--- src/hw/rtl/spc_div.sv ---
// ----------------------------------------------------------------------------
// spc_div
// Pipelined restoring divider: one quotient bit per stage, side word carried.
// ----------------------------------------------------------------------------
module spc_div #(
   parameter int NUM_W = 32,
   parameter int DEN_W = 16,
   parameter int TAG_W = 1
) (
   input  logic             clock,
   input  logic             reset,
   input  logic             in_valid,
   input  logic [NUM_W-1:0] in_num,
   input  logic [DEN_W-1:0] in_den,
   input  logic [TAG_W-1:0] in_tag,
   output logic             out_valid,
   output logic [NUM_W-1:0] out_quo,
   output logic [TAG_W-1:0] out_tag
);

   logic             vld_ff [NUM_W];
   logic [NUM_W-1:0] nq_ff  [NUM_W];
   logic [DEN_W-1:0] rem_ff [NUM_W];
   logic [DEN_W-1:0] den_ff [NUM_W];
   logic [TAG_W-1:0] tag_ff [NUM_W];

   for (genvar k = 0; k < NUM_W; k++) begin : g_stage
      logic             vld_src;
      logic [NUM_W-1:0] nq_src;
      logic [DEN_W-1:0] rem_src;
      logic [DEN_W-1:0] den_src;
      logic [TAG_W-1:0] tag_src;
      logic [DEN_W:0]   trial;
      logic [DEN_W:0]   diff;
      logic             ge;
      logic [NUM_W-1:0] nq_in;
      logic [DEN_W-1:0] rem_in;

      if (k == 0) begin : g_first
         assign vld_src = in_valid;
         assign nq_src  = in_num;
         assign rem_src = '0;
         assign den_src = in_den;
         assign tag_src = in_tag;
      end else begin : g_next
         assign vld_src = vld_ff[k-1];
         assign nq_src  = nq_ff[k-1];
         assign rem_src = rem_ff[k-1];
         assign den_src = den_ff[k-1];
         assign tag_src = tag_ff[k-1];
      end

      // shift in the next dividend bit and try a subtract
      assign trial  = {rem_src, nq_src[NUM_W-1]};
      assign diff   = trial - {1'b0, den_src};
      assign ge     = trial >= {1'b0, den_src};
      assign nq_in  = {nq_src[NUM_W-2:0], ge};
      assign rem_in = ge ? diff[DEN_W-1:0] : trial[DEN_W-1:0];

      always_ff @(posedge clock) begin
         if (reset) begin
            vld_ff[k] <= 1'b0;
         end else begin
            vld_ff[k] <= vld_src;
         end
         nq_ff[k]  <= nq_in;
         rem_ff[k] <= rem_in;
         den_ff[k] <= den_src;
         tag_ff[k] <= tag_src;
      end
   end

   assign out_valid = vld_ff[NUM_W-1];
   assign out_quo   = nq_ff[NUM_W-1];
   assign out_tag   = tag_ff[NUM_W-1];

endmodule

--- config.mk ---
export PLATFORM = sky130hd
export DESIGN_NAME = spc_div
export DESIGN_NICKNAME = d
export VERILOG_FILES = /design/src/hw/rtl/spc_div.sv
export SDC_FILE = /design/constraint.sdc
export NUM_CORES = 2
export LEC_CHECK = 0
export ABC_AREA = 1
export BUFFER_PORTS_ARGS = -buffer_cell sky130_fd_sc_hd__buf_2
export CELL_PAD_IN_SITES_DETAIL_PLACEMENT = 1
export CELL_PAD_IN_SITES_GLOBAL_PLACEMENT = 2
export CORE_MARGIN = 3
export CORE_UTILIZATION = 38
export DETAILED_ROUTE_END_ITERATION = 6
export PLACE_DENSITY = 0.9
export SYNTH_ARGS = -nofsm -noshare
export SYNTH_HDL_FRONTEND = slang
export SYNTH_SLANG_ARGS = --single-unit
--- constraint.sdc ---
create_clock -name clock -period 2.75 [get_ports clock]
set_input_delay 0.55 -clock clock [delete_from_list [all_inputs] [get_ports clock]]
set_output_delay 0.55 -clock clock [all_outputs]
set_load 0.05 [all_outputs]
==> results.toml <==
[min_path]
min_from = "reset"
hold_path.class = "in2reg"
hold_depth = 2
holdPathEnd = "vld_ff[1][4]$_SDFF_PP0_"

[yosys]
synthAdderAreaFrac_pct = 8.18
ys_seq_area_share_pct = 49.8
synth_top_family_by_area = "simple AND/OR/NAND/NOR gates"
syn_avg_cell_area_um2 = 7.85
yosys_warnings = 0
synth.area.top_cells = "dfxtp_1, nand2_1, inv_1"
synthesis.area_mm2 = 0.0835
yosysUniqueCellTypes = 49
synthArstFlopShare_pct = 0
synth_xor_area_share_pct = 1.97
synth_area_leader_cell = "dfxtp_1"
netlist.area_leader.share_pct = 49.8
synth-edff-count = 0
synthFlopType = "dfxtp_1"
syn_nets = 11200
synthSimpleGateAreaFrac_pct = 27.9
syn-instance-count = 10600
synth.ff_latch_count = 2080
synth_mux_area_share_pct = 0
synth_compound_area_share_pct = 2.26

[sta]
finalCritPeriodShare_pct = 84.6
final-hold-violation-count = 0
rsz0062_at_grt = "no"
final.setup.tns_ns = 0
finClkSkew_ns = 0.0583
fin_crit_ns = 2.33
worstMarginPinSlew_ns = 0.529
setup_viol = 0
drv_slew = 0
relSlewSlack_pct = 64.8
fmax_ghz = 0.430

[power]
power.density_mw_per_mm2 = 1110
ir_drop_uv = 566
p_leak_nw = 51.5

[routing]
vias = 64400
viasPerCell = 4.62
first_iter_violations = 2619
wl_per_cell_um = 16.1
drt_drc_violations_left = 0
drt_wl_total_mm = 224
ant_nets = 0
dr.pass1.iters = 5

[layout]
nNetsFinal = 11500
fin_util_pct = 43.7
layout_common_cells = "nand2_1, dfxtp_1, inv_1, nand3_1, ha_1"
area_growth_pct = 14.0
drive_above_1_share_pct = 6.82
layout_commonest_cell = "nand2_1"

[die]
fp.dieW_um = 475
initial_core_util_pct = 38.4
die-height_um = 475
die-area_mm2 = 0.226
io-pin-count = 86
core_region_area_mm2 = 0.218
fp-row-count = 171

[global_route]
grt_start_max_net_pins = 33
grt_pass1_wl_mm = 362
gr-usage-all-layers_pct = 19.9
grt_pass1_vias = 68000
antenna_found_initial = 6
grt-ovfl-total = 0

[clock_network]
cts_buffer_depth = 3
clock-sinks = 2080
clkTransAtPathRegs_ns = 0.06
cts_root_buf = "clkbuf_16"
ctsResizeCount = 0
cts_tree = "built"
cts_made_buffers = 213
worstSkewPairLatency_ns = 0.86
ctsHtreeMaxLevel = 4

[critical_path]
path_class = "reg2reg"
slowest_stage = "dfxtp_1"
required_ns = 3.46
r2r-end = "rem_ff[1][157]$_DFF_P_"
path_cells = "inv_1, ha_1, nand2_2, inv_2, nand2_2, nor2_2, nand2_1, nor2_1, nor2_1, nand2_2, inv_2, nand2_1, nand2_1"
worst_setup_path_start_kind = "flop"
reg2reg_slack_ns = 0.42
rr_startpoint = "den_ff[1][139]$_DFF_P_"
reg2reg_depth = 13
worstSetupEndpointType = "flop"
cp.arrival_ns = 3.04
path_max_fanout = 14
cpPeakStageDelay_ns = 0.46

[place]
port_buffers = 85
place.gp.congestion = 0.880
dpl.hpwl_mm = 177

[run_status]
status = "complete, no violations"

[flow_run]
cap_violations = 0
==> worst max-delay path: cells and delay by family, from the launching register on <==
kind          cells  cell delay [ns]
simple gates      9             0.97
buf+inv           3             0.38
flops             1             0.46
fa+ha+maj         1             0.39
==> sequential cells by signal (all words and copies together) (netlist names) <==
| signal | cells |
|---|---|
| nq_ff | 1024 |
| vld_ff | 32 |
| tag_ff | 32 |
| rem_ff | 496 |
| den_ff | 496 |
==> synthesized netlist by cell type, types with 3 or more instances <==
| library cell | count |
|---|---|
| or2_2 | 12 |
| or2_1 | 3 |
| xnor2_1 | 42 |
| nor2_4 | 29 |
| nand2_1 | 3672 |
| inv_2 | 35 |
| fa_1 | 30 |
| ha_1 | 498 |
| nor4_4 | 7 |
| a21boi_2 | 4 |
| nand3b_1 | 59 |
| o21ai_1 | 3 |
| dfxtp_1 | 2080 |
| nor3_1 | 81 |
| a21oi_1 | 270 |
| clkbuf_2 | 4 |
| nand2_4 | 36 |
| a31oi_1 | 3 |
| nor2_1 | 400 |
| o21a_1 | 26 |
| buf_2 | 57 |
| nand3_4 | 4 |
| clkbuf_1 | 3 |
| nand3_1 | 796 |
| inv_1 | 1930 |
| buf_4 | 14 |
| buf_8 | 6 |
| nand3_2 | 26 |
| nor2_2 | 27 |
| nand4_1 | 142 |
| o21ai_0 | 12 |
| and2_1 | 30 |
| nor3_2 | 5 |
| and3_1 | 18 |
| o21ai_2 | 4 |
| xor2_1 | 146 |
| o21bai_1 | 22 |
| buf_6 | 26 |
| nand2_2 | 63 |
==> layout make-up <==
cell class | instances | area [um2]
fill | 26300 | 123000
sequential | 2080 | 41600
multi-input combinational | 6480 | 33700
inverter | 1966 | 7380
clock buffer | 275 | 5980
tap | 2854 | 3570
clock inverter | 115 | 1720
timing repair buffer | 181 | 1270
antenna | 1 | 2.50
==> per-stage QoR <==
stage	area, um2	instances	power [mW]	hold WS, ns	setup WS (ns)
finish	95300	14000	106	0.133	0.423
CTS	95300	14000	107	0.0519	0.378
floorplan	83500	10600	65.5	0.310	0.998
global placement	87100	13500	75.1	0.310	0.389
detailed placement	87100	13500	76.1	0.313	0.399
global route	95300	14000	114	0.112	0.206
==> cells by family after synthesis <==
logic type                 after synthesis
and+or+nand+nor                       5420
DFF                                   2080
AOI/OAI and AO/OA                      344
xor gates and xnor gates               188
buffers and inverters                 2077
adders and majority gates              528
==> metal layers <==
layer	vias to the layer above	GRT usage [%]	routed length (um)
li1	33000	-	-
met5	-	0	0
met3	349	2.70	7050
met4	0	5.72	6060
met2	784	33.6	104000
met1	30300	26.5	107000
==> power by group <==
part / switching (mW) / internal, mW
Sequential: 3.28 / 35.8
Combinational: 24.3 / 12.2
Clock: 12.7 / 17.9
Total: 40.3 / 65.8
==> worst max-delay path by stage <==
stage / from / endpoint / slack (ns) / depth (start not counted)
after floorplan: in_num[31] / rem_ff[0][11]$_SDFF_PP0_ / 1.0 / 9
after global placement: den_ff[1][139]$_DFF_P_ / rem_ff[1][157]$_DFF_P_ / 0.39 / 13
after detailed placement: den_ff[1][139]$_DFF_P_ / rem_ff[1][153]$_DFF_P_ / 0.40 / 13
after CTS: den_ff[1][139]$_DFF_P_ / rem_ff[1][153]$_DFF_P_ / 0.38 / 13
after global routing: den_ff[1][139]$_DFF_P_ / rem_ff[1][153]$_DFF_P_ / 0.21 / 13
final: den_ff[1][139]$_DFF_P_ / rem_ff[1][157]$_DFF_P_ / 0.42 / 13
==> timing repair <==
item,CTS,global route
setup buffers,0,0
endpoints found under the setup margin,0,0
hold buffers,50,0
hold endpoints to repair,56,0
Power figures use the tool's default switching activity.
